===== src/hw/rtl/abt_pkg.sv =====
// ----------------------------------------------------------------------------
// abt_pkg: shared types, constants and arithmetic helpers of the tracker
// Fixed point coordinates at 1/1024 m, gains at 1/256.
// ----------------------------------------------------------------------------
`default_nettype none

package abt_pkg;

  localparam int CoordBits = 16;
  localparam int WideBits  = CoordBits + 13;
  localparam int DistBits  = 2 * CoordBits + 2;
  localparam int GainBits  = 9;
  localparam int GateBits  = 32;
  localparam int MissBits  = 4;
  localparam int QDepth    = 4;
  localparam int QPtrBits  = $clog2(QDepth);
  localparam int QCntBits  = $clog2(QDepth + 1);
  localparam int AddrBits  = 5;
  localparam int DataBits  = 32;
  localparam int RegIdxBits = 3;

  typedef logic signed [CoordBits-1:0] coord_t;
  typedef logic signed [WideBits-1:0]  wide_t;
  typedef logic [DistBits-1:0]         dist_t;
  typedef logic [GainBits-1:0]         gain_t;
  typedef logic [MissBits-1:0]         miss_t;

  // operation codes carried through the queue
  typedef logic [1:0] op_t;
  localparam op_t OP_POINT      = 2'd0;
  localparam op_t OP_POINT_LAST = 2'd1;
  localparam op_t OP_END        = 2'd2;

  // register indexes
  localparam logic [RegIdxBits-1:0] REG_POS_GAIN  = 3'd0;
  localparam logic [RegIdxBits-1:0] REG_VEL_GAIN  = 3'd1;
  localparam logic [RegIdxBits-1:0] REG_DECAY     = 3'd2;
  localparam logic [RegIdxBits-1:0] REG_GATE      = 3'd3;
  localparam logic [RegIdxBits-1:0] REG_MISS_LIM  = 3'd4;

  localparam gain_t RstPosGain = 9'd154;
  localparam gain_t RstVelGain = 9'd26;
  localparam gain_t RstDecay   = 9'd230;
  localparam logic [GateBits-1:0] RstGate = 32'd262144;
  localparam miss_t RstMissLim = 4'd10;
  localparam miss_t MissMax    = 4'd15;

  localparam wide_t CoordMaxW = WideBits'((64'sd1 <<< (CoordBits - 1)) - 64'sd1);
  localparam wide_t CoordMinW = -CoordMaxW - WideBits'(1);
  localparam wide_t RoundHalf = WideBits'(128);

  typedef struct packed {
    op_t    op;
    coord_t x;
    coord_t y;
    coord_t self_x;
    coord_t self_y;
  } q_entry_t;

  typedef struct packed {
    gain_t               pos_gain;
    gain_t               vel_gain;
    gain_t               decay;
    logic [GateBits-1:0] gate;
    miss_t               miss_limit;
  } cfg_t;

  typedef struct packed {
    logic full;
    logic empty;
  } q_status_t;

  function automatic wide_t widen(input coord_t v);
    return WideBits'(v);
  endfunction

  function automatic coord_t sat_coord(input wide_t v);
    wide_t t;
    t = v;
    if (v > CoordMaxW) t = CoordMaxW;
    else if (v < CoordMinW) t = CoordMinW;
    return t[CoordBits-1:0];
  endfunction

  // floor((p + 128) / 256)
  function automatic wide_t round_gain(input wide_t p);
    return (p + RoundHalf) >>> 8;
  endfunction

  function automatic wide_t gain_mul(input gain_t g, input wide_t d);
    wide_t gw;
    gw = WideBits'(signed'({1'b0, g}));
    return gw * d;
  endfunction

endpackage

`default_nettype wire


===== src/hw/rtl/abt_front.sv =====
// ----------------------------------------------------------------------------
// abt_front: input stage
// Accepts items, classifies them into queue operations and pushes them.
// ----------------------------------------------------------------------------
`default_nettype none

module abt_front
  import abt_pkg::*;
(
  input  wire logic     clk,
  input  wire logic     rst,
  input  wire logic     in_valid,
  output logic          in_stall,
  input  wire logic     has_point,
  input  wire coord_t   point_x,
  input  wire coord_t   point_y,
  input  wire logic     last_of_frame,
  input  wire coord_t   self_x,
  input  wire coord_t   self_y,
  input  wire q_status_t q_status,
  output logic          push,
  output q_entry_t      push_entry
);

  logic     held;
  q_entry_t entry;
  op_t      op_next;

  assign in_stall   = held && q_status.full;
  assign push       = held && !q_status.full;
  assign push_entry = entry;

  always_comb begin
    if (!has_point) op_next = OP_END;
    else if (last_of_frame) op_next = OP_POINT_LAST;
    else op_next = OP_POINT;
  end

  always_ff @(posedge clk) begin
    if (rst) begin
      held <= 1'b0;
    end else if (!in_stall) begin
      held <= in_valid;
    end
  end

  always_ff @(posedge clk) begin
    if (in_valid && !in_stall) begin
      entry.op     <= op_next;
      entry.x      <= point_x;
      entry.y      <= point_y;
      entry.self_x <= self_x;
      entry.self_y <= self_y;
    end
  end

endmodule

`default_nettype wire


===== config.mk =====
export PLATFORM = sky130hd
export DESIGN_NAME = abt_front
export DESIGN_NICKNAME = d
export VERILOG_FILES = /design/src/hw/rtl/abt_pkg.sv /design/src/hw/rtl/abt_front.sv
export SDC_FILE = /design/constraint.sdc
export NUM_CORES = 1
export LEC_CHECK = 0
export BUFFER_PORTS_ARGS = -buffer_cell sky130_fd_sc_hd__clkbuf_2
export CORE_MARGIN = 5
export CORE_UTILIZATION = 44
export CTS_CLUSTER_SIZE = 25
export DETAILED_ROUTE_END_ITERATION = 10
export GPL_TIMING_DRIVEN = 0
export HOLD_SLACK_MARGIN = 0.03
export PLACE_DENSITY = 0.84
export SLEW_MARGIN = 20
export SYNTH_ARGS = -nofsm -noshare
export SYNTH_HDL_FRONTEND = slang
export SYNTH_SLANG_ARGS = --single-unit

===== constraint.sdc =====
create_clock -name clk -period 5.55 [get_ports clk]
set_input_delay 0 -clock clk [delete_from_list [all_inputs] [get_ports clk]]
set_output_delay 0 -clock clk [all_outputs]
set_load 0.03 [all_outputs]

# Word level (Yosys, flattened, before mapping)
# Cells that the tools add are included.
dict set report classes {
  reduce_logical 5
  muxes 1
}
# op count
set op_table {}
lappend op_table {{1-bit logical AND} 3}
lappend op_table {{1-bit logical NOT} 2}
lappend op_table {{1-bit 2-to-1 mux} 1}
dict set report totals {
  input_bits 71
  out_inout_bits 68
  ff_bits 67
  word_cells 12
}

# Logic depth before layout (Yosys ltp)
# Gate-level depths: netlist (run 1).
dict set report logic_depth {
  word_depth 3
  depth_mapped 2
  depth_no_buf 2
}

# Least setup slack after synthesis (run 1)
# No wires, ideal clock.
dict set report synth_path {
  path_type {register to register}
  start {register held}
  end {register entry, in the netlist push_entry[0], enable pin}
  slack_ns 2.911
  t_arrival_ns 2.201
  setup_time_ns 0.438
  path_stages_with_launch 3
  required_ns 5.112
  n_path_buf 0
  period_less_slack_ns 2.639
  path_cell_list {dfxtp_1 -> and2_4 -> nor2b_2}
}
dict set report synth_between {
  elab_chain_len 3
}
# item line
set synth_lines {}
lappend synth_lines {{start, declared} abt_front.sv:25} ;# logic held;
lappend synth_lines {{start signal, assigned} abt_front.sv:43} ;# held <= in_valid;
lappend synth_lines {{1-bit logical AND} abt_front.sv:29} ;# assign in_stall = held && q_status.full;
lappend synth_lines {{named net in_stall} abt_front.sv:13} ;# output logic in_stall,
lappend synth_lines {{1-bit logical NOT} abt_front.sv:48} ;# if (in_valid && !in_stall) begin
lappend synth_lines {{1-bit logical AND} abt_front.sv:48}
lappend synth_lines {{end, declared} abt_front.sv:26} ;# q_entry_t entry;
# The timed path passes the listed nets, and every way through them passes these cells.
# A chain may end at the register's enable or synchronous reset.

# Worst setup path in the final report (run 1)
dict set report layout_path {
  start {register held}
  end {register entry, in the netlist push_entry[24], enable pin}
}
dict set report layout_between {
  elab_chain_len 3
}
# item line
set layout_lines {}
lappend layout_lines {{1-bit logical AND} abt_front.sv:29}
lappend layout_lines {{1-bit logical NOT} abt_front.sv:48}
lappend layout_lines {{1-bit logical AND} abt_front.sv:48}
# Every way passes these cells.

==> results.json, run 1 <==
{
  "place_ws_ps": 3810,
  "die_h_um": 78.2,
  "gp_congestion": 0.711,
  "worstSetupPathType": "flop to flop",
  "slew_headroom_pct": 57.2,
  "drive_above_1_share_pct": 52.9,
  "fillers": 219,
  "layout_commonest_cell": "clkbuf_2",
  "setup_viol": 0,
  "cts.sinks": 67,
  "cts-resized-gates": 0,
  "drt_wl_total_mm": 7.17,
  "antenna_found_initial": 1,
  "maxCapViolCount": 0,
  "vias_per_cell": 4.71,
  "firstDrtPassIters": 4,
  "fp.dieW_um": 78.2,
  "cts_hold_buf": 68,
  "yosys_register_bits": 67,
  "drt_iter0_drc": 79,
  "dieArea_um2": 6120,
  "overflow": 0,
  "fin_crit_ps": 1740,
  "ys_seq_area_share_pct": 97.8,
  "worst_setup_path_end_kind": "flop",
  "hold_path.class": "input port to flop",
  "final_core_util_pct": 83.5,
  "max_freq_mhz": 576,
  "drtAntennaViolNets": 0,
  "yosysUniqueCellTypes": 9,
  "crit_required_ps": 5590,
  "syn_nets": 145,
  "io_pins": 139,
  "grt_pass1_wl_mm": 10.6,
  "holdPathStages": 2,
  "totalPowerFinal_w": 0.00112,
  "worstPathMaxFanout": 28,
  "start_kind": "flop",
  "cts_tree": "done",
  "core_um2": 4440,
  "area_growth_pct": 81.2,
  "grt_max_degree": 29,
  "num_vias": 1649,
  "slew_viol_final": 0,
  "clock_skew_ps": 5.47,
  "cts_setup_buffers": 0,
  "drc_errors": 0,
  "worstPathArrival_ps": 1770,
  "cts_buffers": 9,
  "syn_area_per_cell_um2": 27.7,
  "clkTransAtPathRegs_ps": 70,
  "worstMarginPinSlew_ps": 640,
  "synth_warnings": 0,
  "start_util_pct": 46.1,
  "fin_ws_ps": 3810,
  "synthesis.area_um2": 2050,
  "clk_latency_ps": 330,
  "finalHoldViolations": 0,
  "peakVddDrop_mv": 0.234,
  "clockBufferDepth": 2,
  "power_density_nw_per_um2": 303,
  "tns_ps": 0,
  "r2r_cells": 4,
  "final_cell_count_no_fill": 350,
  "clockRootBuffer": "clkbuf_8",
  "grt_pass1_vias": 1816,
  "finalCritPeriodShare_pct": 31.3,
  "place_inst": 265,
  "status": "complete, no violations",
  "synth_cells": 74,
  "cts_htree_levels": 3,
  "grt_usage_pct": 24.3,
  "rsz0062_at_grt": "false",
  "nets": 363,
  "routedWlPerCell_um": 20.5,
  "fp-row-count": 24,
  "final_cell_mix": "137 x clkbuf_2, 68 x dlygate4sd3_1, 66 x edfxtp_1",
  "power.leakage_nw": 1.64,
  "port_buffers": 137
}
==> report_power, final <==
group          total [W]  internal, W  switching (W)
clock network   0.000348     0.000159       0.000189
registers       0.000601     0.000591     0.00000994
logic           0.000175    0.0000729       0.000102
==> routing by layer <==
metal / vias to the layer above / track usage, % / wire length (µm)
li1: 730 / - / -
met1: 792 / 24.7 / 2470
met2: 110 / 44.7 / 3890
met3: 17 / 9.38 / 621
met4: 0 / 9.44 / 195
met5: - / 0 / 0
==> metrics by stage <==
stage                     hold WS, ps  instance area (µm²)
after floorplan                  72.4                 2050
after global placement            161                 2800
after detailed placement          165                 2860
after CTS                         167                 3710
after global routing              175                 3710
final                             177                 3710
==> synth_stat cells (all sizes together) <==
| master | number | area share [%] |
|---|---|---|
| nor2 | 1 | 0.18 |
| and2b | 1 | 0.43 |
| nor2b | 1 | 0.43 |
| and2 | 2 | 0.73 |
| a21oi | 1 | 0.24 |
| inv | 1 | 0.18 |
| dfxtp | 1 | 0.98 |
| edfxtp | 66 | 97 |
==> final cells by class <==
type	count	area, µm²	area share [%]
sequential	67	2000	54.0
inverter	1	3.75	0.101
clock buffer	9	124	3.34
clock inverter	7	45.0	1.21
multi-input combinational	6	46.3	1.25
antenna	1	2.50	0.0675
timing repair buffer	207	1420	38.3
tap	52	65.1	1.75
==> worst paths after layout <==
check | from | endpoint | slack [ps]
max reg2reg | held | push_entry[24] | 3810
min | in_valid | push_entry[53] | 180
max | held | push_entry[24] | 3810
min reg2reg | held | push_entry[53] | 840
==> critical path, cell delays in order (launching register included) <==
cell and delay [ps]:
dfxtp_1 330, and2_4 150, nor2b_4 520, buf_16 240, buf_16 190
==> state kept, by name, indices dropped and copies added, names as in the netlist <==
signal,cells
push_entry,66
held,1
==> cells by family (layout without fill, tap and decap cells) <==
| group | count (synthesis) | in the layout | share of synthesized area (%) |
|---|---|---|---|
| and+or+nand+nor | 5 | 5 | 1.77 |
| DFF | 67 | 67 | 97.8 |
| other | 0 | 1 | 0 |
| AOI/OAI and AO/OA | 1 | 1 | 0.244 |
| buffers and inverters | 1 | 224 | 0.183 |
Power figures use the tool's default switching activity.
==> inputs of run 2 (changes only) <==
CORE_UTILIZATION = 36   (was 44)
PLACE_DENSITY = 0.74   (was 0.84)
clock period = 1.45 ns   (was 5.55 ns; I/O delays follow)
==> results.json, run 2 (synthesized netlist as in run 1, its figures left out) <==
{
  "status": "complete, no violations",
  "setup_viol": 0,
  "rsz0062_at_grt": "false",
  "cts.sinks": 67,
  "hpwlAfterDp_mm": 3.67,
  "area_growth_pct": 85.0,
  "worstMarginPinSlew_ps": 237,
  "power.leakage_nw": 1.67,
  "cts_tree": "done",
  "dieArea_um2": 7290,
  "clk_latency_ps": 330,
  "grtUsageMet1_pct": 18.7,
  "final_cell_mix": "137 x clkbuf_2, 68 x dlygate4sd3_1, 66 x edfxtp_1",
  "worstPathMaxFanout": 3,
  "clkTransAtPathRegs_ps": 70,
  "cts_buffers": 9,
  "layout_commonest_cell": "clkbuf_2",
  "firstDrtPassIters": 4,
  "clockBufferDepth": 2,
  "num_vias": 1597,
  "grt_util_met2_pct": 31.6,
  "nets": 365,
  "drtAntennaViolNets": 0,
  "fp-row-count": 27,
  "grt-busiest-layer": "met2",
  "place_area_um2": 2880,
  "start_kind": "flop",
  "final_core_util_pct": 68.8,
  "worstPathArrival_ps": 1520,
  "fin_crit_ps": 1300,
  "io_pins": 139,
  "n_antenna_cell": 0,
  "max_freq_mhz": 769,
  "grt_max_degree": 31,
  "finalCritPeriodShare_pct": 89.7,
  "gp_congestion": 0.684,
  "hold_path.class": "input port to flop",
  "drc_errors": 0,
  "drt_wl_total_mm": 6.50,
  "ff_latch_area_um2": 2000,
  "routedWlPerCell_um": 17.5,
  "fillers": 349,
  "cts-resized-gates": 0,
  "slew_viol_final": 0,
  "largest_reg_flops": 66,
  "worst_setup_path_end_kind": "flop",
  "antenna_found_initial": 0,
  "tns_ps": 0,
  "totalPowerFinal_w": 0.00463,
  "cts_htree_levels": 3,
  "grt_pass1_vias": 1869,
  "power_density_nw_per_um2": 1220,
  "port_buffers": 137,
  "crit_required_ps": 1660,
  "die_h_um": 85.4,
  "rrSetupSlack_ps": 150,
  "start_util_pct": 37.2,
  "drt_iter0_drc": 95,
  "worstSetupPathType": "flop to flop",
  "maxCapViolCount": 0,
  "vias_per_cell": 4.30,
  "multi_input_area_um2": 46.3,
  "met3_usage_pct": 9.71,
  "drive_above_1_share_pct": 52.8,
  "slew_headroom_pct": 84.2,
  "grt_pass1_wl_mm": 9.83,
  "fin_area_um2": 3790,
  "grt_usage_pct": 18.6,
  "place_ws_ps": 72.9,
  "overflow": 0,
  "fp.dieW_um": 85.4,
  "finalHoldViolations": 0,
  "fin_ws_ps": 149,
  "clock_skew_ps": 5.00,
  "clockRootBuffer": "clkbuf_8",
  "core_um2": 5510,
  "peakVddDrop_mv": 0.902
}
## run 2: stage by stage
stage                     std cells  hold WS, ps
after detailed placement        285          179
after global placement          283          164
after CTS                       369          106
after floorplan                  74         72.4
final                           371          102
after global routing            371         86.0
## run 2: timing repair
item                                    in CTS  in global routing
endpoints found under the hold margin       67                  0
hold buffers                                68                  0
buffers inserted                             0                  2
endpoints found under the setup margin       0                 30
## run 2: worst paths after layout
kind	cells past startpoint	to	startpoint
worst max register to register	3	held	held
worst max-delay path	3	held	held
worst min register to register	2	push_entry[25]	held
worst min-delay path	2	push_entry[25]	in_valid
## run 2: per-layer routing
layer	part of all wire [%]	vias up	routed length (µm)
met5	0	-	0
met4	1.5	0	95
met2	52	104	3360
li1	-	735	-
met1	34	750	2200
met3	13	8	850
## run 2: cell type report
| cell class | instances | area share, % |
|---|---|---|
| sequential | 67 | 52.9 |
| clock inverter | 7 | 2.44 |
| timing repair buffer | 209 | 37.7 |
| multi-input combinational | 6 | 1.22 |
| inverter | 1 | 0.0991 |
| clock buffer | 9 | 3.27 |
| tap | 72 | 2.38 |
## run 2: report_power, final
part	switching [W]	internal [W]	leakage [nW]
Clock	0.000707	0.000962	0.104
Combinational	0.000384	0.000280	0.916
Sequential	0.0000350	0.00226	0.647
## run 2: critical path, cell delays in order (launching register included)
cell	delay, ps
dfxtp_1	340
a21oi_1	210
nor2_1	70
dlygate4sd3_1	570
