==> config.mk <==
export PLATFORM = sky130hd
export DESIGN_NAME = abt_queue
export DESIGN_NICKNAME = d
export VERILOG_FILES = /design/src/hw/rtl/abt_pkg.sv /design/src/hw/rtl/abt_queue.sv
export SDC_FILE = /design/constraint.sdc
export NUM_CORES = 1
export LEC_CHECK = 0
export CORE_ASPECT_RATIO = 1.4
export CORE_UTILIZATION = 48
export CTS_BUF_LIST = sky130_fd_sc_hd__clkbuf_4 sky130_fd_sc_hd__clkbuf_8
export CTS_CLUSTER_DIAMETER = 60
export DETAILED_ROUTE_END_ITERATION = 16
export DONT_BUFFER_PORTS = 1
export GPL_TIMING_DRIVEN = 0
export PLACE_DENSITY_LB_ADDON = 0.3
export SLEW_MARGIN = 20
export SYNTH_ARGS = -nofsm -noshare
export SYNTH_HDL_FRONTEND = slang
export SYNTH_SLANG_ARGS = --single-unit
==> constraint.sdc <==
create_clock -name clk -period 2.7 [get_ports clk]
set_input_delay 0.135 -clock clk [delete_from_list [all_inputs] [get_ports clk]]
set_output_delay 0.135 -clock clk [all_outputs]
set_load 0.01 [all_outputs]
==> src/hw/rtl/abt_pkg.sv <==
// ----------------------------------------------------------------------------
// abt_pkg: shared types, constants and arithmetic helpers of the tracker
// Fixed point coordinates at 1/1024 m, gains at 1/256.
// ----------------------------------------------------------------------------
`default_nettype none

package abt_pkg;

  localparam int CoordBits = 16;
  localparam int WideBits  = CoordBits + 13;
  localparam int DistBits  = 2 * CoordBits + 2;
  localparam int GainBits  = 9;
  localparam int GateBits  = 32;
  localparam int MissBits  = 4;
  localparam int QDepth    = 4;
  localparam int QPtrBits  = $clog2(QDepth);
  localparam int QCntBits  = $clog2(QDepth + 1);
  localparam int AddrBits  = 5;
  localparam int DataBits  = 32;
  localparam int RegIdxBits = 3;

  typedef logic signed [CoordBits-1:0] coord_t;
  typedef logic signed [WideBits-1:0]  wide_t;
  typedef logic [DistBits-1:0]         dist_t;
  typedef logic [GainBits-1:0]         gain_t;
  typedef logic [MissBits-1:0]         miss_t;

  // operation codes carried through the queue
  typedef logic [1:0] op_t;
  localparam op_t OP_POINT      = 2'd0;
  localparam op_t OP_POINT_LAST = 2'd1;
  localparam op_t OP_END        = 2'd2;

  // register indexes
  localparam logic [RegIdxBits-1:0] REG_POS_GAIN  = 3'd0;
  localparam logic [RegIdxBits-1:0] REG_VEL_GAIN  = 3'd1;
  localparam logic [RegIdxBits-1:0] REG_DECAY     = 3'd2;
  localparam logic [RegIdxBits-1:0] REG_GATE      = 3'd3;
  localparam logic [RegIdxBits-1:0] REG_MISS_LIM  = 3'd4;

  localparam gain_t RstPosGain = 9'd154;
  localparam gain_t RstVelGain = 9'd26;
  localparam gain_t RstDecay   = 9'd230;
  localparam logic [GateBits-1:0] RstGate = 32'd262144;
  localparam miss_t RstMissLim = 4'd10;
  localparam miss_t MissMax    = 4'd15;

  localparam wide_t CoordMaxW = WideBits'((64'sd1 <<< (CoordBits - 1)) - 64'sd1);
  localparam wide_t CoordMinW = -CoordMaxW - WideBits'(1);
  localparam wide_t RoundHalf = WideBits'(128);

  typedef struct packed {
    op_t    op;
    coord_t x;
    coord_t y;
    coord_t self_x;
    coord_t self_y;
  } q_entry_t;

  typedef struct packed {
    gain_t               pos_gain;
    gain_t               vel_gain;
    gain_t               decay;
    logic [GateBits-1:0] gate;
    miss_t               miss_limit;
  } cfg_t;

  typedef struct packed {
    logic full;
    logic empty;
  } q_status_t;

  function automatic wide_t widen(input coord_t v);
    return WideBits'(v);
  endfunction

  function automatic coord_t sat_coord(input wide_t v);
    wide_t t;
    t = v;
    if (v > CoordMaxW) t = CoordMaxW;
    else if (v < CoordMinW) t = CoordMinW;
    return t[CoordBits-1:0];
  endfunction

  // floor((p + 128) / 256)
  function automatic wide_t round_gain(input wide_t p);
    return (p + RoundHalf) >>> 8;
  endfunction

  function automatic wide_t gain_mul(input gain_t g, input wide_t d);
    wide_t gw;
    gw = WideBits'(signed'({1'b0, g}));
    return gw * d;
  endfunction

endpackage

`default_nettype wire

==> src/hw/rtl/abt_queue.sv <==
// ----------------------------------------------------------------------------
// abt_queue: operation queue
// Short register queue between the input stage and the execution stage.
// ----------------------------------------------------------------------------
`default_nettype none

module abt_queue
  import abt_pkg::*;
(
  input  wire logic     clk,
  input  wire logic     rst,
  input  wire logic     push,
  input  wire q_entry_t push_entry,
  input  wire logic     pop,
  output q_entry_t      head,
  output q_status_t     status
);

  q_entry_t              slots [QDepth];
  logic [QPtrBits-1:0]   wptr;
  logic [QPtrBits-1:0]   rptr;
  logic [QCntBits-1:0]   count;

  assign head         = slots[rptr];
  assign status.full  = (count == QCntBits'(QDepth));
  assign status.empty = (count == '0);

  always_ff @(posedge clk) begin
    if (rst) begin
      wptr  <= '0;
      rptr  <= '0;
      count <= '0;
    end else begin
      if (push) wptr <= wptr + 1'b1;
      if (pop) rptr <= rptr + 1'b1;
      if (push && !pop) count <= count + 1'b1;
      else if (pop && !push) count <= count - 1'b1;
    end
  end

  always_ff @(posedge clk) begin
    if (push) slots[wptr] <= push_entry;
  end

endmodule

`default_nettype wire

* Word-level counts from Yosys, hierarchy flattened *
Memory sizes are Yosys's and may differ from the RTL's. A register that Yosys moved wholly into a read port is not among the register bits.
Index checks and enable logic that the tools add are counted.

storage, ports and cells
  memories kept = 1
  register bits after elaboration = 7
  bits in writable memories = 264
  bits of input ports = 70
  output and inout bits = 68
  word-level logic and storage cells = 21

memories
  memory  words  width  rd ports  clocked after Yosys merged registers in  write ports  RTL line         text
  slots   4      66     1         1                                        1            abt_queue.sv:19  q_entry_t slots [QDepth];

cells by class
  add/subtract/negate cells = 4
  mux-type cells = 6
  reductions and logical operators = 6
  equal/unequal tests = 1

operator list
  cell                   count
  $mux W3                2
  $add A2 B1 Y2 const B  2
  $mux W2                2
  $add A3 B1 Y3 const B  1
  $eq A3 B3 Y1 const B   1
  $logic_not A3 Y1       1
  $sub A3 B1 Y3 const B  1
  $logic_and A1 B1 Y1    2
  $logic_not A1 Y1       2
  $mux W1                2
  $reduce_bool A2 Y1     1

* Depth between registers and ports, before layout *
Gate-level depths: netlist (run 1).

  word-level depth = 4
  depth in mapped cells = 7
  gate-level depth less buffers = 7

* Least setup slack after synthesis (run 1) *
Ideal clock, no wire load.

  kind = register to register
  from = register wptr[0]
  to = memory slots[0][0] in the netlist's numbering (enable)
  path buffers = 0
  setup time = 431 ps
  data arrival time = 2093 ps
  slack = 177 ps
  stages on the path, launching flop included = 4
  data required time = 2269 ps
  path through = dfxtp_1 > inv_1 > ha_1 > and2_1

RTL lines
  item                      RTL line         text
  start: declaration        abt_queue.sv:20  logic [QPtrBits-1:0] wptr;
  start signal: assignment  abt_queue.sv:34  if (push) wptr <= wptr + 1'b1;
  end: declaration          abt_queue.sv:19

Straight into the memory's write port.

==> impl_metrics.yaml, run 1 <==
clocking:
  cts.sinks: 273
  cts_max_level: 2
  cts_resized: 0
  clock_path_buffers: 3
  ctsHoldBuffers: 70
  tritoncts: "yes"
  cts_buffers: 40
  post-cts-setup-buffer-count: 0
  clk_latency_ns: 0.52
  clock-root-buffer: "clkbuf_8"
  path_clk_slew_ns: 0.07
sta:
  worstMarginPinSlew_ns: 0.644
  fin_crit_ns: 2.09
  rsz0062_at_grt: "no"
  fin_hold_ws_ns: 0.0522
  min_period_over_period: 0.775
  fin_worst_skew_ns: 0.0208
  max_freq_mhz: 478
  maxSlewViolCount: 0
  hold_viol: 0
  relSlewSlack: 0.571
  setup_violations: 0
grt:
  grt_pass1_wl_mm: 25.8
  grt_pass1_vias: 4800
  antenna_found_initial: 2
  grt_overflow_total: 0
  grt_max_degree: 38
  track_usage: 0.167
pwr:
  power_switching_mw: 1.93
  ir_drop_mv: 0.525
  p_comb_frac: 0.093
  p_leak_nw: 3.77
  clkPwrFrac: 0.349
  p_sw_frac: 0.220
  p_per_area_mw_per_mm2: 747
  p_total_mw: 8.81
  p_seq_frac: 0.558
  p_int_mw: 6.87
place:
  hpwlAfterDp_mm: 9.98
  routabilityCongestion: 0.672
  port_buffers: 0
job:
  maxCapViolations: 0
yosys:
  ys_warn_count: 0
  ys.flop_type: "edfxtp_1"
  ys_ff_latch: 273
  yosysSeqAreaShare: 0.815
  async_reset_ff_frac: 0
  synth_area_mm2: 0.00995
  avgSynthCellArea_um2: 25.6
  syn_inst: 388
  synth_edf_count: 264
  synth.net_count: 464
  synth_cell_types: 21
critical_path:
  crit_family: "buffers and inverters"
  cpMostUsedCell: "buf_2"
  crit_required_ns: 2.57
  crit_path_max_fanout: 10
  slowest_delay_ns: 0.41
  crit_type: "flop to primary output"
  crit_slowest_cell: "mux4_2"
  path_cells: "buf_2 > buf_2 > mux4_2"
  cp_num_buf_inv: 2
  end_kind: "primary output"
  arrival_ns: 1.96
  critPathLaunchType: "flop"
finish:
  final_cell_mix: "264 x edfxtp_1, 70 x dlygate4sd3_1, 66 x mux4_2, 41 x clkbuf_8, 10 x clkbuf_4"
  final_common_cell: "edfxtp_1"
  drive_above_1_share: 0.272
  num-nets-final: 580
  utilization: 0.588
  area_growth_pct: 18.6
  fillers: 1429
drt:
  drt_pass1_iterations: 4
  drt_iter0_drc: 275
  drc: 0
  ant_nets: 0
  via_per_inst: 5.43
  route.vias.total: 4243
  wl_per_cell_um: 21.8
  totalWireLength_mm: 17.0
floorplanning:
  ioPinCount: 138
  core_area_mm2: 0.0201
  row_count: 61
  die-area_mm2: 0.0213
  die_w_um: 124
  fp.dieH_um: 172
  start_util: 0.496
run_status:
  status: "finished, final reports clean"
worst_hold_path:
  min_path_type: "input pin to flop"
-- routing by layer --
| metal | GRT usage | vias up | share of wire |
|---|---|---|---|
| met3 | 0.0491 | 35 | 0.064 |
| li1 | - | 1890 | - |
| met2 | 0.298 | 122 | 0.55 |
| met1 | 0.182 | 2194 | 0.36 |
| met4 | 0.0697 | 2 | 0.026 |
| met5 | 0 | - | 0.00082 |
-- cells in the mapped netlist, types with 2 or more instances --
cell | instances | area share
edfxtp_1 | 264 | 0.80
mux4_2 | 66 | 0.15
dfxtp_1 | 9 | 0.018
nor2_1 | 7 | 0.0026
buf_2 | 5 | 0.0025
buf_6 | 5 | 0.0057
ha_1 | 5 | 0.0063
and2_1 | 4 | 0.0025
inv_1 | 4 | 0.0015
clkbuf_1 | 3 | 0.0011
xor2_1 | 3 | 0.0026
buf_4 | 2 | 0.0015
mux2i_1 | 2 | 0.0020
xnor2_1 | 2 | 0.0018
-- area by class of cell --
class                   instances  area, um^2  area share
clock buffers                  51         639      0.0542
plain buffers                  15         108     0.00912
repair buffers                 74         781      0.0662
flip-flops and latches        273        8110       0.687
diodes                          1        2.50    0.000212
well taps                     252         315      0.0267
multi-input cells              96        1730       0.146
inverters                       4        15.0     0.00127
clock inverters                16         103     0.00870
-- final timing paths --
check,startpoint,endpoint,slack [ns],cells past startpoint
max,flop,head[34],0.61,3
min,push,count[0],0.05,3
max reg2reg,wptr[0],slots[0][18],0.98,4
min reg2reg,count[2],count[2],0.52,2
-- stage by stage --
stage,area [um^2],TNS [ns],setup WS [ns],std cells
2_1_floorplan,9950,0,0.177,388
3_3_place_gp,10300,-254.85,-0.978,640
4_1_cts,11800,0,0.536,781
6_report,11800,0,0.608,782
3_5_place_dp,10400,0,0.979,644
5_1_grt,11800,0,0.460,781
-- kinds of logic after synthesis --
kind of cell | Yosys count | share of synthesized area
xor+xnor | 5 | 0.00440
buf+inv | 19 | 0.0123
fa+ha+maj | 6 | 0.00830
compound gates | 2 | 0.00101
simple gates | 15 | 0.00742
mux | 68 | 0.151
flops | 273 | 0.815
-- registers in the layout, summed over array words and instances (netlist names), named ones only --
name / count
count: 3
rptr: 2
slots: 264
wptr: 2
-- worst reg2reg max path, stage by stage, from the launching register on --
cell     delay, ns
dfxtp_1       0.35
inv_1         0.09
ha_1          0.14
and2_4        0.45
buf_12        0.32
-- power groups by stage --
stage | clock network [mW] | registers, mW | logic [mW]
2_1_floorplan | 0 | 5.00 | 0.546
3_3_place_gp | 0 | 5.02 | 0.684
3_5_place_dp | 0 | 5.01 | 0.717
6_report | 3.07 | 4.92 | 0.820
4_1_cts | 3.17 | 4.92 | 0.841
5_1_grt | 3.31 | 4.94 | 0.887
Power figures use the tool's default switching activity.
==> inputs of run 2 (changes only) <==
clock period = 2.08 ns   (was 2.7 ns; I/O delays follow)
==> impl_metrics.yaml, run 2 (synthesis results as in run 1) <==
run_status:
  status: "finished, final reports clean"
clocking:
  cts_max_level: 2
  cts_buffers: 40
  clock-root-buffer: "clkbuf_8"
  cts.sinks: 273
  path_clk_slew_ns: 0.06
  clock_path_buffers: 3
  clk_latency_ns: 0.51
  tritoncts: "yes"
drt:
  route.vias.total: 4272
  via_per_inst: 5.44
  drc: 0
  ant_nets: 0
  top_layer: "met4"
  drt_pass1_iterations: 6
  drt_iter0_drc: 208
  route.met3.wl_mm: 1.07
  totalWireLength_mm: 17.2
  drt-met1-wl_mm: 6.27
  wl_per_cell_um: 21.9
  wl_met2_mm: 9.43
critical_path:
  slowest_delay_ns: 0.57
  path_cells: "buf_12 > buf_6 > mux4_2"
  critPathLaunchType: "flop"
  end_kind: "primary output"
  crit_type: "flop to primary output"
  crit_path_max_fanout: 10
  crit_required_ns: 1.98
  r2r_slack_ns: 0.34
  crit_slowest_cell: "mux4_2"
  r2r_start: "wptr[0]"
  arrival_ns: 1.81
  reg2reg_to: "slots[0][50]"
  reg2regPathDepth: 4
finish:
  reg.largest.list: "slots x264, count x3"
  largest-register: "slots"
  utilization: 0.588
  stdcell_area_mm2: 0.0118
  num-nets-final: 580
  final_common_cell: "edfxtp_1"
  final_cell_mix: "264 x edfxtp_1, 70 x dlygate4sd3_1, 66 x mux4_2, 41 x clkbuf_8, 14 x clkinv_1"
  finalNonFillerCells: 785
  antenna_cells: 0
  largest_reg_flops: 264
  area_growth_pct: 18.6
  fillers: 1444
  drive_above_1_share: 0.274
floorplanning:
  die-area_mm2: 0.0213
  start_util: 0.496
  fp.dieH_um: 172
  core_area_mm2: 0.0201
  row_count: 61
  die_w_um: 124
  ioPinCount: 138
grt:
  grt_max_degree: 35
  grt_pass1_wl_mm: 25.8
  grt_overflow_total: 0
  track_usage: 0.167
  antenna_found_initial: 0
  grt_pass1_vias: 4681
sta:
  worstMarginPinSlew_ns: 0.556
  max_freq_mhz: 522
  fin_worst_skew_ns: 0.00844
  relSlewSlack: 0.629
  hold_viol: 0
  fin_crit_ns: 1.92
  rsz0062_at_grt: "no"
  maxSlewViolCount: 0
  setup_violations: 0
  min_period_over_period: 0.922
  tns_ns: 0
place:
  routabilityCongestion: 0.665
  placed_area_mm2: 0.0104
  dp_cells: 644
  port_buffers: 0
  hpwlAfterDp_mm: 10.2
pwr:
  p_sw_frac: 0.224
  clkPwrFrac: 0.341
  p_leak_nw: 3.78
  p_seq_frac: 0.565
  p_per_area_mw_per_mm2: 958
  p_int_mw: 8.78
  p_total_mw: 11.3
  p_comb_frac: 0.095
  ir_drop_mv: 0.572
  power_switching_mw: 2.53
worst_hold_path:
  hold_start: "pop"
  holdPathEnd: "count[0]"
  holdPathStages: 4
  min_path_type: "input pin to flop"
job:
  maxCapViolations: 0
[run 2: worst max-delay path: cells and delay by family, from the launching register on]
kind                   cells  cell delay [ns]
buffers and inverters      2             0.36
DFF                        1             0.36
muxes                      1             0.57
[run 2: cell type report]
cell class,count,area (um^2),share of cell area
multi-input combinational,96,1730,0.146
tap,252,315,0.0267
clock inverter,22,92.6,0.00785
clock buffer,49,624,0.0529
inverter,4,15.0,0.00127
buffer,15,135,0.0115
timing repair buffer,74,781,0.0662
sequential,273,8110,0.687
[run 2: layer usage]
| metal | track usage | vias up |
|---|---|---|
| li1 | - | 1886 |
| met1 | 0.184 | 2233 |
| met2 | 0.301 | 119 |
| met3 | 0.0465 | 34 |
| met4 | 0.0665 | 0 |
| met5 | 0 | - |
[run 2: repair_timing]
action	4_1_cts	5_1_grt
hold buffers	70	0
setup buffers	0	0
gates resized for setup	4	8
endpoints found under the hold margin	273	0
endpoints found under the setup margin	3	32
[run 2: worst max-delay path by stage]
stage,from,slack [ns],endpoint,cells past startpoint
floorplan,wptr[0],0.28,slots[2][0],3
CTS,flop,0.01,head[17],3
global route,flop,0.06,head[48],3
global placement,wptr[0],-0.37,slots[0][36],3
detailed placement,wptr[0],0.30,slots[0][36],4
finish,flop,0.16,head[22],3
[run 2: power groups by stage]
| stage | sequential, mW | clock (mW) | combinational [mW] |
|---|---|---|---|
| floorplan | 6.48 | 0 | 0.710 |
| global placement | 6.50 | 0 | 0.897 |
| detailed placement | 6.50 | 0 | 0.930 |
| CTS | 6.38 | 3.97 | 1.10 |
| global route | 6.40 | 4.19 | 1.16 |
| finish | 6.38 | 3.85 | 1.07 |
[run 2: per-stage QoR]
step           hold WS [ns]  setup WS, ns
5_1_grt              0.0597        0.0589
3_5_place_dp          0.203         0.301
2_1_floorplan         0.203         0.275
6_report             0.0372         0.163
4_1_cts             0.00245        0.0126
3_3_place_gp          0.203        -0.366
==> inputs of run 3 (changes only) <==
ABC_AREA = 1   (was not set)
==> impl_metrics.yaml, run 3 <==
floorplanning:
  core_area_mm2: 0.0220
  row_count: 64
  die-area_mm2: 0.0232
  fp.dieH_um: 180
  start_util: 0.492
  ioPinCount: 138
  die_w_um: 129
sta:
  min_period_over_period: 0.950
  relSlewSlack: 0.546
  fin_hold_ws_ns: 0.257
  tns_ns: 0
  maxSlewViolCount: 0
  hold_viol: 0
  setup_violations: 0
  fin_worst_skew_ns: 0.0118
  fin_crit_ns: 1.98
  worstMarginPinSlew_ns: 0.679
  max_freq_mhz: 506
  fin_ws_ns: 0.104
clocking:
  cts_max_level: 2
  cts.sinks: 273
  clk_latency_ns: 0.52
  tritoncts: "yes"
  path_clk_slew_ns: 0.06
  post-cts-setup-buffer-count: 0
  clock-root-buffer: "clkbuf_8"
  cts_buffers: 39
  clock_path_buffers: 3
finish:
  antenna_cells: 0
  final_cell_mix: "264 x edfxtp_1, 117 x o21ai_0, 92 x nor2_1, 70 x dlygate4sd3_1, 59 x o22ai_2"
  largest-register: "slots"
  fillers: 1652
  area_growth_pct: 20.2
  num-nets-final: 891
  utilization: 0.591
  largest_reg_flops: 264
  drive_above_1_share: 0.270
  final_common_cell: "edfxtp_1"
  reg.largest.list: "slots x264, count x3"
yosys:
  async_reset_ff_frac: 0
  ys_ff_latch: 273
  yosysMostFrequentCell: "edfxtp_1"
  synthAdderAreaFrac: 0.00763
  synth_commonest_cells: "264 x edfxtp_1, 123 x o21ai_0, 92 x nor2_1, 40 x nor2_4, 40 x o22ai_2"
  synth_xor_xnor_area_share: 0.000809
  synthTopCellsByArea: "edfxtp_1 73%, o21ai_0 5.7%, o22ai_2 4.6%"
  syn_inst: 696
  synth_top_family_by_area: "compound AO/OA/AOI/OAI gates"
  ys.flop_type: "edfxtp_1"
  synth_area_mm2: 0.0108
  synth_top_area_frac: 0.732
  yosys.area_share.simple: 0.0821
  yosysSeqAreaShare: 0.749
  synth_cell_types: 26
  muxShareOfSynthArea: 0
  synth_edf_count: 264
  synth_top_area_cell: "edfxtp_1"
  synth_compound_area_frac: 0.127
  synth.net_count: 772
  ys_warn_count: 0
  avgSynthCellArea_um2: 15.6
place:
  hpwlAfterDp_mm: 15.3
  place_ws_ns: 0.0524
  port_buffers: 0
  routabilityCongestion: 0.742
grt:
  grt_pass1_vias: 6811
  grt.met1_usage: 0.239
  grt_overflow_total: 0
  track_usage: 0.218
  grt_pass1_wl_mm: 37.6
  grtUsageMet2: 0.404
  grt_max_degree: 29
  grt.busiest_layer: "met2"
  use_met3: 0.0458
  antenna_found_initial: 0
critical_path:
  r2r_start: "wptr[1]"
  end_kind: "primary output"
  critPathLaunchType: "flop"
  crit_path_max_fanout: 10
  arrival_ns: 1.87
  reg2regPathDepth: 5
  path_cells: "buf_4 > clkbuf_2 > o21ai_0 > o22ai_1"
  crit_slowest_cell: "dfxtp_1"
  reg2reg_to: "slots[1][28]"
  slowest_delay_ns: 0.43
  crit_family: "buffers and inverters"
  crit_type: "flop to primary output"
  cp_num_buf_inv: 2
  crit_required_ns: 1.98
  r2r_slack_ns: 0.11
pwr:
  p_seq_frac: 0.539
  ir_drop_mv: 0.705
  power_switching_mw: 2.79
  p_int_mw: 9.00
  p_per_area_mw_per_mm2: 906
  p_leak_nw: 4.33
  p_sw_frac: 0.237
  p_comb_frac: 0.109
  clkPwrFrac: 0.352
job:
  maxCapViolations: 0
worst_hold_path:
  holdPathStages: 2
  min_path_type: "input pin to flop"
  hold_start: "push"
  holdPathEnd: "slots[3][54]"
drt:
  route.vias.total: 6273
  drt_iter0_drc: 412
  totalWireLength_mm: 24.7
  drc: 0
  via_per_inst: 5.49
  drt_pass1_iterations: 5
  wl_per_cell_um: 21.7
  ant_nets: 0
run_status:
  status: "finished, final reports clean"
-- run 3: cell count changes after synthesis, moves of 10 or more --
cell | previous run | this run
o21ai_0 | 1 | 123
nor2_1 | 7 | 92
mux4_2 | 66 | 0
nor2_4 | 0 | 40
o22ai_2 | 0 | 40
o22ai_1 | 0 | 26
clkbuf_1 | 3 | 22
inv_1 | 4 | 15
o21ai_1 | 0 | 10
-- run 3: how the worst max path moves through the flow --
stage / from / end / slack (ns) / cells after the start
5_1_grt: flop / head[32] / -0.02 / 5
6_report: flop / head[38] / 0.10 / 4
3_3_place_gp: wptr[0] / slots[2][26] / -0.82 / 4
2_1_floorplan: wptr[0] / slots[0][0] / 0.04 / 4
4_1_cts: flop / head[41] / 0.01 / 4
3_5_place_dp: wptr[0] / slots[2][19] / 0.05 / 5
-- run 3: area by class of cell --
class / count / area (um^2) / area share
flip-flops and latches: 273 / 8110 / 0.623
multi-input cells: 364 / 2480 / 0.190
repair buffers: 78 / 861 / 0.0661
clock buffers: 57 / 697 / 0.0535
well taps: 297 / 372 / 0.0285
plain buffers: 42 / 328 / 0.0252
clock inverters: 14 / 85.1 / 0.00654
inverters: 17 / 83.8 / 0.00644
-- run 3: layer usage --
metal / wire length, um / up-vias
met1: 9050 / 3152
met2: 13600 / 219
met3: 1400 / 55
li1: - / 2847
met4: 648 / 0
met5: 0 / -
-- run 3: kinds of logic (layout without fill, tap and decap cells) --
logic type               count (synthesis)  after routing
flip-flops                             273            273
AO/OA/AOI/OAI                          206            206
AND/OR/NAND/NOR                        151            151
buffers and inverters                   59            208
adder cells (fa/ha/maj)                  6              6
XOR/XNOR                                 1              1
-- run 3: what timing repair did --
item	4_1_cts	5_1_grt
pin swaps	0	1
resized for setup	34	25
hold buffers	70	0
endpoints found under the hold margin	273	0
setup endpoints to repair	66	81
-- run 3: worst register-to-register path: cells and delay by family, from the launching register on --
kind	cells	cell delay (ns)
buffers and inverters	3	1.05
adder cells (fa/ha/maj)	1	0.18
flip-flops	1	0.35
AND/OR/NAND/NOR	1	0.10
-- run 3: through the flow --
step / cell area [um^2] / std cells / power (mW)
after floorplan: 10800 / 696 / 7.22
after global placement: 11200 / 993 / 7.49
after detailed placement: 11400 / 1001 / 7.56
after CTS: 13000 / 1142 / 11.9
after global routing: 13000 / 1142 / 12.2
final: 13000 / 1142 / 11.8
-- run 3: power by group through the flow --
stage	Sequential, mW	Clock, mW	Combinational, mW
5_1_grt	6.37	4.46	1.39
2_1_floorplan	6.46	0	0.766
6_report	6.36	4.15	1.29
4_1_cts	6.36	4.23	1.28
3_5_place_dp	6.48	0	1.08
3_3_place_gp	6.48	0	1.01
